<file path="src/sv/icdg_pkg.sv">
// Shared types and constants for the central difference gradient block.
package icdg_pkg;

    localparam int ROW_W      = 12;
    localparam int COL_OUT_W  = 11;
    localparam int WREG_W     = 12;
    localparam int HREG_W     = 13;
    localparam int MAX_HEIGHT = 4096;
    localparam int APB_ADDR_W = 3;
    localparam int APB_DATA_W = 32;

    localparam logic [WREG_W-1:0] WIDTH_RESET  = 12'd1920;
    localparam logic [HREG_W-1:0] HEIGHT_RESET = 13'd1080;

    // Register index, taken from paddr[2].
    typedef enum logic {
        REG_FRAME_WIDTH  = 1'b0,
        REG_FRAME_HEIGHT = 1'b1
    } icdg_reg_t;

    // Bit positions of the results one input pixel can cause, in emit order.
    localparam int RES_ABOVE  = 0;
    localparam int RES_BEHIND = 1;
    localparam int RES_CORNER = 2;
    localparam int RES_N      = 3;

    // Position flags of an accepted pixel.
    typedef struct packed {
        logic has_above;
        logic row_is_one;
        logic last_row;
        logic last_col;
        logic first_col;
        logic col_is_one;
    } icdg_flags_t;

endpackage

</file>
<file path="src/sv/icdg_grad.sv">
// Gradient stage: holds one pixel with its memory reads, emits up to three results.
module icdg_grad #(
    parameter int MAX_WIDTH  = 2048,
    parameter int PIXEL_BITS = 16
) (
    input  logic                              clk,
    input  logic                              rstn,
    input  logic                              load,
    input  logic [PIXEL_BITS-1:0]             ld_pix,
    input  logic [icdg_pkg::ROW_W-1:0]        ld_row,
    input  logic [$clog2(MAX_WIDTH)-1:0]      ld_col,
    input  icdg_pkg::icdg_flags_t             ld_flags,
    input  logic [PIXEL_BITS-1:0]             cur_rd,
    input  logic [PIXEL_BITS-1:0]             prev_rd,
    output logic                              ready,
    output logic                              out_valid,
    input  logic                              out_ready,
    output logic signed [PIXEL_BITS+1:0]      out_horiz,
    output logic signed [PIXEL_BITS+1:0]      out_vert,
    output logic [icdg_pkg::ROW_W-1:0]        out_row,
    output logic [icdg_pkg::COL_OUT_W-1:0]    out_col,
    output logic                              out_last
);
    import icdg_pkg::*;

    localparam int COL_W  = $clog2(MAX_WIDTH);
    localparam int GRAD_W = PIXEL_BITS + 2;

    function automatic logic signed [GRAD_W-1:0] sub_pix(input logic [PIXEL_BITS-1:0] a,
                                                         input logic [PIXEL_BITS-1:0] b);
        return $signed({2'b00, a}) - $signed({2'b00, b});
    endfunction

    function automatic logic signed [GRAD_W-1:0] sub_dbl(input logic [PIXEL_BITS-1:0] a,
                                                         input logic [PIXEL_BITS-1:0] b);
        logic signed [GRAD_W-1:0] d;
        d = sub_pix(a, b);
        return d <<< 1;
    endfunction

    // Held pixel
    logic                     s1_valid_reg;
    logic                     s1_valid_next;
    logic [PIXEL_BITS-1:0]    s1_pix_reg;
    logic [ROW_W-1:0]         s1_row_reg;
    logic [COL_W-1:0]         s1_col_reg;
    icdg_flags_t              s1_flags_reg;
    logic [RES_N-1:0]         done_reg;
    logic [RES_N-1:0]         done_next;

    // Sliding window over the previous row and the current row.
    logic [PIXEL_BITS-1:0]    prev_c_reg;
    logic [PIXEL_BITS-1:0]    prev_cm1_reg;
    logic [PIXEL_BITS-1:0]    first_prev_reg;
    logic [PIXEL_BITS-1:0]    pix_d1_reg;
    logic [PIXEL_BITS-1:0]    pix_d2_reg;
    logic [PIXEL_BITS-1:0]    prev_c_eff;

    // Output register
    logic                     m_valid_reg;
    logic                     m_valid_next;
    logic signed [GRAD_W-1:0] m_horiz_reg;
    logic signed [GRAD_W-1:0] m_vert_reg;
    logic [ROW_W-1:0]         m_row_reg;
    logic [COL_OUT_W-1:0]     m_col_reg;
    logic                     m_last_reg;

    logic [RES_N-1:0]         present;
    logic [RES_N-1:0]         pend;
    logic [RES_N-1:0]         pick;
    logic                     out_free;
    logic                     emit;
    logic                     only_one;
    logic                     complete;

    logic signed [GRAD_W-1:0] h_above, v_above, h_behind, v_behind, h_corner, v_corner;
    logic signed [GRAD_W-1:0] sel_h, sel_v;
    logic [ROW_W-1:0]         sel_row;
    logic [COL_W-1:0]         sel_col;
    logic [COL_W+COL_OUT_W-1:0] col_wide;

    assign present[RES_ABOVE]  = s1_flags_reg.has_above;
    assign present[RES_BEHIND] = s1_flags_reg.last_row && !s1_flags_reg.first_col;
    assign present[RES_CORNER] = s1_flags_reg.last_row && s1_flags_reg.last_col;
    assign pend     = present & ~done_reg;
    assign out_free = !m_valid_reg || out_ready;
    assign emit     = s1_valid_reg && (pend != '0) && out_free;
    assign only_one = (pend & (pend - RES_N'(1))) == '0;
    assign complete = s1_valid_reg && ((pend == '0) || (emit && only_one));
    assign ready    = !s1_valid_reg || complete;

    assign prev_c_eff = s1_flags_reg.first_col ? first_prev_reg : prev_c_reg;

    always_comb begin
        // Pixel one row up, same column.
        if (s1_flags_reg.first_col) begin
            h_above = sub_dbl(prev_rd, prev_c_eff);
        end else if (s1_flags_reg.last_col) begin
            h_above = sub_dbl(prev_c_eff, prev_cm1_reg);
        end else begin
            h_above = sub_pix(prev_rd, prev_cm1_reg);
        end
        if (s1_flags_reg.row_is_one) begin
            v_above = sub_dbl(s1_pix_reg, prev_c_eff);
        end else begin
            v_above = sub_pix(s1_pix_reg, cur_rd);
        end
        // Last row, one column behind.
        if (s1_flags_reg.col_is_one) begin
            h_behind = sub_dbl(s1_pix_reg, pix_d1_reg);
        end else begin
            h_behind = sub_pix(s1_pix_reg, pix_d2_reg);
        end
        v_behind = sub_dbl(pix_d1_reg, prev_cm1_reg);
        // Bottom right corner.
        h_corner = sub_dbl(s1_pix_reg, pix_d1_reg);
        v_corner = sub_dbl(s1_pix_reg, prev_c_eff);
    end

    always_comb begin
        pick    = '0;
        sel_h   = h_corner;
        sel_v   = v_corner;
        sel_row = s1_row_reg;
        sel_col = s1_col_reg;
        priority if (pend[RES_ABOVE]) begin
            pick[RES_ABOVE] = 1'b1;
            sel_h   = h_above;
            sel_v   = v_above;
            sel_row = s1_row_reg - ROW_W'(1);
        end else if (pend[RES_BEHIND]) begin
            pick[RES_BEHIND] = 1'b1;
            sel_h   = h_behind;
            sel_v   = v_behind;
            sel_col = s1_col_reg - COL_W'(1);
        end else begin
            pick[RES_CORNER] = pend[RES_CORNER];
        end
    end

    assign col_wide = {{COL_OUT_W{1'b0}}, sel_col};

    always_comb begin
        if (complete) begin
            done_next = '0;
        end else if (emit) begin
            done_next = done_reg | pick;
        end else begin
            done_next = done_reg;
        end
        if (load) begin
            s1_valid_next = 1'b1;
        end else if (complete) begin
            s1_valid_next = 1'b0;
        end else begin
            s1_valid_next = s1_valid_reg;
        end
        if (emit) begin
            m_valid_next = 1'b1;
        end else if (out_ready) begin
            m_valid_next = 1'b0;
        end else begin
            m_valid_next = m_valid_reg;
        end
    end

    always_ff @(posedge clk) begin
        if (!rstn) begin
            s1_valid_reg <= 1'b0;
            done_reg     <= '0;
            m_valid_reg  <= 1'b0;
        end else begin
            s1_valid_reg <= s1_valid_next;
            done_reg     <= done_next;
            m_valid_reg  <= m_valid_next;
        end
    end

    always_ff @(posedge clk) begin
        if (load) begin
            s1_pix_reg   <= ld_pix;
            s1_row_reg   <= ld_row;
            s1_col_reg   <= ld_col;
            s1_flags_reg <= ld_flags;
        end
        if (complete) begin
            prev_cm1_reg <= prev_c_eff;
            prev_c_reg   <= prev_rd;
            pix_d2_reg   <= pix_d1_reg;
            pix_d1_reg   <= s1_pix_reg;
            if (s1_flags_reg.first_col) begin
                first_prev_reg <= s1_pix_reg;
            end
        end
        if (emit) begin
            m_horiz_reg <= sel_h;
            m_vert_reg  <= sel_v;
            m_row_reg   <= sel_row;
            m_col_reg   <= col_wide[COL_OUT_W-1:0];
            m_last_reg  <= only_one;
        end
    end

    assign out_valid = m_valid_reg;
    assign out_horiz = m_horiz_reg;
    assign out_vert  = m_vert_reg;
    assign out_row   = m_row_reg;
    assign out_col   = m_col_reg;
    assign out_last  = m_last_reg;

endmodule

</file>
<file path="config.mk">
export PLATFORM = sky130hd
export DESIGN_NAME = icdg_grad
export DESIGN_NICKNAME = d
export VERILOG_FILES = /design/src/sv/icdg_pkg.sv /design/src/sv/icdg_grad.sv
export SDC_FILE = /design/constraint.sdc
export NUM_CORES = 1
export LEC_CHECK = 0
export BUFFER_PORTS_ARGS = -buffer_cell sky130_fd_sc_hd__buf_2
export CORE_MARGIN = 2
export CORE_UTILIZATION = 55
export DETAILED_ROUTE_END_ITERATION = 10
export HOLD_SLACK_MARGIN = 0.06
export PLACE_DENSITY_LB_ADDON = 0.08
export SLEW_MARGIN = 20
export SYNTH_ARGS = -nofsm -noshare
export SYNTH_HDL_FRONTEND = slang
export SYNTH_SLANG_ARGS = --single-unit
</file>
<file path="constraint.sdc">
create_clock -name clk -period 5.3 [get_ports clk]
set_input_delay 1.325 -clock clk [delete_from_list [all_inputs] [get_ports clk]]
set_output_delay 1.325 -clock clk [all_outputs]
set_load 0.02 [all_outputs]
</file>
# == Word-level counts from Yosys, hierarchy flattened ==
# Cells that the tools add are included.
# classes
n_addsub,11
n_mux,20
bitwise_logic,5
reduce_logical,19
# op_table
op,count
18-bit two-way mux,8
16-bit by 16-bit subtractor with 17-bit output,8
11-bit two-way mux,2
16-bit two-way mux,1
12-bit two-way mux,1
12-bit by 1-bit subtractor with 12-bit output (second input constant),1
11-bit by 1-bit subtractor with 11-bit output (second input constant),1
1-bit two-way mux,7
3-bit bitwise AND,2
1-bit logical AND,6
3-bit zero test,2
2-bit nonzero test,2
1-bit zero test,3
1-bit logical OR,3
3-bit inverter,1
3-bit OR,1
3-bit nonzero test,1
3-bit by 1-bit subtractor with 3-bit output (second input constant),1
2-bit two-way mux,1
2-bit AND reduction,1
2-bit OR reduction,1
1-bit inverter,1
# word_totals
regBits,190
inputBits,81
output_inout_bits,62
wordCells,77

# == Longest topological paths before layout ==
# depth
depth_word,11
ltp_mapped,17
depth_no_buf,14

# == Worst setup path before layout ==
# Ideal clock, no wire load.
# synth_timing
kind,register to register
from,register s1_flags_reg[1] (netlist bit)
to,"register m_horiz_reg[16], in the netlist out_horiz[16] (data pin)"
setup_ns,0.174
t_arrival_ns,3.730
required_ns,5.126
setup_slack_ns,1.396
path_stages_with_launch,15
n_path_buf,3
synth_period_minus_slack_ns,3.904
cell_sequence,edfxtp_1 -> buf_2 -> buf_2 -> clkbuf_1 -> mux2i_1 -> ha_1 -> nor2b_1 -> o31a_2 -> o221a_4 -> a41o_1 -> a2111oi_1 -> or3_4 -> o21ai_2 -> xnor2_1 -> a311oi_1
# synth_via
elab_chain_len,5
word_cells_on_any_way,10
classes_between,2 x add/sub; 5 x mux; 1 x bitwise; 2 x reduce/logical
# synth_rtl
element,line,rtl
"start, declared",icdg_grad.sv:47,icdg_flags_t s1_flags_reg;
"start signal, assigned",icdg_grad.sv:184,s1_flags_reg <= ld_flags;
16-bit two-way mux / 1-bit zero test (equally long branches),"icdg_grad.sv:92, icdg_grad.sv:83",
16-bit by 16-bit subtractor with 17-bit output / 1-bit logical AND (equally long branches),"icdg_grad.sv:31, icdg_grad.sv:83",
18-bit two-way mux / 3-bit bitwise AND (equally long branches),"icdg_grad.sv:98, icdg_grad.sv:85",
18-bit two-way mux (on tied branches),"icdg_grad.sv:96, icdg_grad.sv:131",
18-bit two-way mux *,icdg_grad.sv:126,priority if (pend[RES_ABOVE]) begin
via sel_h[16],icdg_grad.sv:77,"logic signed [GRAD_W-1:0] sel_h, sel_v;"
"end signal, assigned",icdg_grad.sv:196,m_horiz_reg <= sel_h;
"end, declared",icdg_grad.sv:62,logic signed [GRAD_W-1:0] m_horiz_reg;
# Mark *: on every way through the listed nets, which the timed path passes. The rest lies on a longest branch.
# A chain may end at the register's enable or synchronous reset.

# == Worst setup path in the final report ==
# layout_timing
from,register s1_flags_reg[1] (netlist bit)
to,"register m_horiz_reg[14], in the netlist out_horiz[14] (data pin)"
# layout_via
elab_chain_len,5
word_cells_on_any_way,10
classes_between,2 x add/sub; 5 x mux; 1 x bitwise; 2 x reduce/logical
# layout_rtl
element,line,rtl
16-bit two-way mux *,icdg_grad.sv:92,assign prev_c_eff = s1_flags_reg.first_col ? first_prev_reg : prev_c_reg;
via prev_c_eff[1],icdg_grad.sv:57,logic [PIXEL_BITS-1:0] prev_c_eff;
16-bit by 16-bit subtractor with 17-bit output,icdg_grad.sv:31,"return $signed({2'b00, a}) - $signed({2'b00, b});"
18-bit two-way mux,icdg_grad.sv:98,end else if (s1_flags_reg.last_col) begin
18-bit two-way mux *,icdg_grad.sv:96,if (s1_flags_reg.first_col) begin
18-bit two-way mux *,icdg_grad.sv:126,
via sel_h[14],icdg_grad.sv:77,
# Marks and branches as above.

==> summary.md <==
| Metric | Value |
|---|---|
| Root Buffer | clkbuf_16 |
| Nets | 1,614 |
| Area after DPL | 13,950 um2 |
| Synth top area share | 43.26% |
| Grt met2 use | 43.57% |
| Relative slew slack | 38.82% |
| H-tree Lvls | 4 |
| Final Critical Period | 4.010 ns |
| Vias | 9,959 |
| DIE AREA | 24,590 um2 |
| CTS tree | done |
| Clk buf depth | 2 |
| Setup_tns | 0 ns |
| Largest net degree at the start of global routing | 47 |
| First-pass GRT wire length | 48,720 um |
| Syn Inst Count | 1,243 |
| Seq/Total Area, Yosys | 44.04% |
| Clk slew on worst S/H paths | 0.08 ns |
| Core ar. | 22,780 um2 |
| Vias in the first global route | 9,150 |
| Share of layout cells above drive strength 1 | 14.70% |
| CTS sink cnt | 190 |
| Gr ovfl total | 0 |
| Cell taking the most area after synthesis | edfxtp_1 |
| Yosys reg bits | 190 |
| DRT iter0 DRCs | 691 |
| CP startpoint kind | flop |
| F_max | 0.2494 GHz |
| TritonRoute pass-1 iters | 5 |
| Die X | 156.8 um |
| YS warnings | 0 |
| Fin area | 14,530 um2 |
| Critical path arrival | 4.18 ns |
| Syn_area_per_cell | 10.33 um2 |
| Mapped Nets | 1,462 |
| Hold crit path type | reg2reg |
| Crit end category | flop |
| Routed WL per cell | 18.88 um |
| Post-synth EDFFs | 185 |
| Number of hold buffers added after cts | 0 |
| Setup bufs post-CTS | 0 |
| Period utilisation layout | 75.66% |
| HPWL Detailed | 25,230 um |
| Peak supply drop | 217.7 uV |
| Min setup slack post-route | 1.290 ns |
| PwrDens | 306.3 nW/um2 |
| Routability cong. | 0.8970 |
| Non-filler cells, final | 1,721 |
| Row count | 55 |
| Max Slew Vio Count | 0 |
| Final hold vios | 0 |
| Netlist cell types | 75 |
| Worst Setup Path Type | reg2reg |
| Top_reg_cell synth | edfxtp_1 |
| Skew final | 0.01094 ns |
| Post_cts resized | 0 |
| Most Crowded Layer GR | met2 |
| Outcome | completed |
| Die Y | 156.8 um |
| Synth async-reset ratio | 0% |
| Worst-Margin Slew | 0.9177 ns |
| Max-cap violations | 0 |
| Leak | 6.081 nW |
| Final setup viols | 0 |
| Met3 usage | 3.905% |
| Post-placement setup slack | 0.9694 ns |
| Clock buffer count from CTS | 17 |
| CP required | 5.47 ns |
| DRC viols | 0 |
| Synth area leaders | edfxtp_1 43%, ha_1 13%, xnor2_1 4.2% |
| DRT antenna net count | 0 |
| Grt met1 use | 34.35% |
| Diodes inserted | 0 |
| Clock Latency Late Sink | 0.44 ns |
| Routed WL | 32,490 um |
| GRT Overall Usage | 26.18% |
| Post-Syn Area | 12,840 um2 |
| RSZ-0062 raised after global routing | no |
| Initial Utilization | 56.37% |
| Inst Count DP | 1,689 |
| Drt via density | 5.787 |
| Initial antenna violation count | 1 |
| Buffers added on ports | 142 |
| Critical Path Fanout Max | 6 |
| IO Count | 143 |
| P&R area growth vs syn | 13.13% |
## cell usage in the layout, fill, tap and decap left out, types with 7 or more instances in the layout
| cell type | Yosys | routed |
|---|---|---|
| nand2b_1 | 25 | 25 |
| a211oi_1 | 25 | 25 |
| edfxtp_1 | 185 | 185 |
| nand2_1 | 79 | 79 |
| clkbuf_16 | 0 | 17 |
| nor3_1 | 29 | 29 |
| o22ai_1 | 8 | 8 |
| o21a_1 | 22 | 22 |
| fa_1 | 8 | 8 |
| and3_1 | 9 | 8 |
| nand3b_1 | 8 | 8 |
| o31ai_1 | 7 | 7 |
| nor2b_1 | 23 | 22 |
| xnor2_1 | 62 | 62 |
| a31oi_1 | 10 | 10 |
| or3_1 | 14 | 14 |
| buf_2 | 4 | 141 |
| nor4_1 | 9 | 9 |
| inv_1 | 106 | 105 |
| o21ai_0 | 71 | 71 |
| nand3_1 | 11 | 11 |
| ha_1 | 130 | 130 |
| mux2i_1 | 22 | 22 |
| a21o_1 | 14 | 14 |
| buf_4 | 0 | 13 |
| a21oi_1 | 98 | 98 |
| xor2_1 | 44 | 44 |
| nor2_1 | 94 | 94 |
## synth_stat cells (4+ instances only)
cell type and count:
nor2_1 94, o31ai_1 7, nand3_1 11, o22ai_1 8, nand2_1 79, nor3_1 29
a22oi_1 5, and3_1 9, or2_2 5, clkbuf_1 15, fa_1 8, a21o_1 14
a21oi_1 98, inv_1 106, buf_2 4, or3_1 14, a31oi_1 10, nand2b_1 25
mux2i_1 22, o41ai_1 4, nand3b_1 8, o21bai_1 5, nor2b_1 23, and2_1 5
o211ai_1 4, a21boi_0 5, a221oi_1 5, dfxtp_1 5, o31a_1 6, xnor2_1 62
edfxtp_1 185, o21a_1 22, xor2_1 44, ha_1 130, nand4_1 5, a211oi_1 25
o21ai_0 71, nor4_1 9, a211o_1 4
## worst max-delay path: stages, from the launching register on
cell and delay [ns]:
edfxtp_1 0.60, mux2i_1 0.70, inv_1 0.20, ha_1 0.32, nor2b_1 0.14, o31a_1 0.25
o21ai_0 0.26, a21oi_1 0.19, nand4_1 0.13, nand3b_1 0.17, xor2_1 0.18, a2111oi_0 0.49
a211oi_1 0.09
## layer usage
layer / share of wire [%] / wire length, um
met1: 43 / 13940
met2: 48 / 15490
met3: 5.8 / 1876
met4: 3.7 / 1191
met5: 0 / 0
## per-stage QoR
step           power [mW]  hold WS, ns  util [%]
4_1_cts             4.462       0.4712     63.77
2_1_floorplan       2.848       0.4311         -
5_1_grt             4.662       0.5046     63.78
6_report            4.450       0.4721     63.78
3_3_place_gp        3.180       0.4451     61.26
3_5_place_dp        3.197       0.4514     61.26
## cell type report
class / count / area (um2)
timing repair buffer: 154 / 803.3
fill: 1885 / 8250
clock inverter: 13 / 128.9
clock buffer: 19 / 442.9
inverter: 106 / 397.9
sequential: 190 / 5655
tap: 313 / 391.6
multi-input combinational: 926 / 6708
## worst paths after layout
check / depth (start not counted) / slack (ns) / endpoint / start
max: 12 / 1.29 / out_horiz[14] / s1_flags_reg[1]
min: 2 / 0.47 / done_reg[2] / done_reg[2]
max reg2reg: 12 / 1.29 / out_horiz[14] / s1_flags_reg[1]
min reg2reg: 2 / 0.47 / done_reg[2] / done_reg[2]
## cells by family (layout without fill, tap and decap cells)
logic type / Yosys count / count (layout) / share of synthesized area, %
compound gates: 334 / 334 / 16.98
xor+xnor: 106 / 106 / 7.230
fa+ha+maj: 138 / 138 / 13.91
buf+inv: 127 / 292 / 3.751
flops: 190 / 190 / 44.04
mux: 22 / 22 / 1.715
simple gates: 326 / 326 / 12.36
## report_power, final
part | switching [mW] | internal [mW] | total (mW)
Combinational | 0.778 | 0.539 | 1.32
Sequential | 0.0660 | 1.80 | 1.86
Clock | 0.633 | 0.637 | 1.27
Total | 1.48 | 2.97 | 4.45
Note: power is estimated with default switching activity, not from simulation.
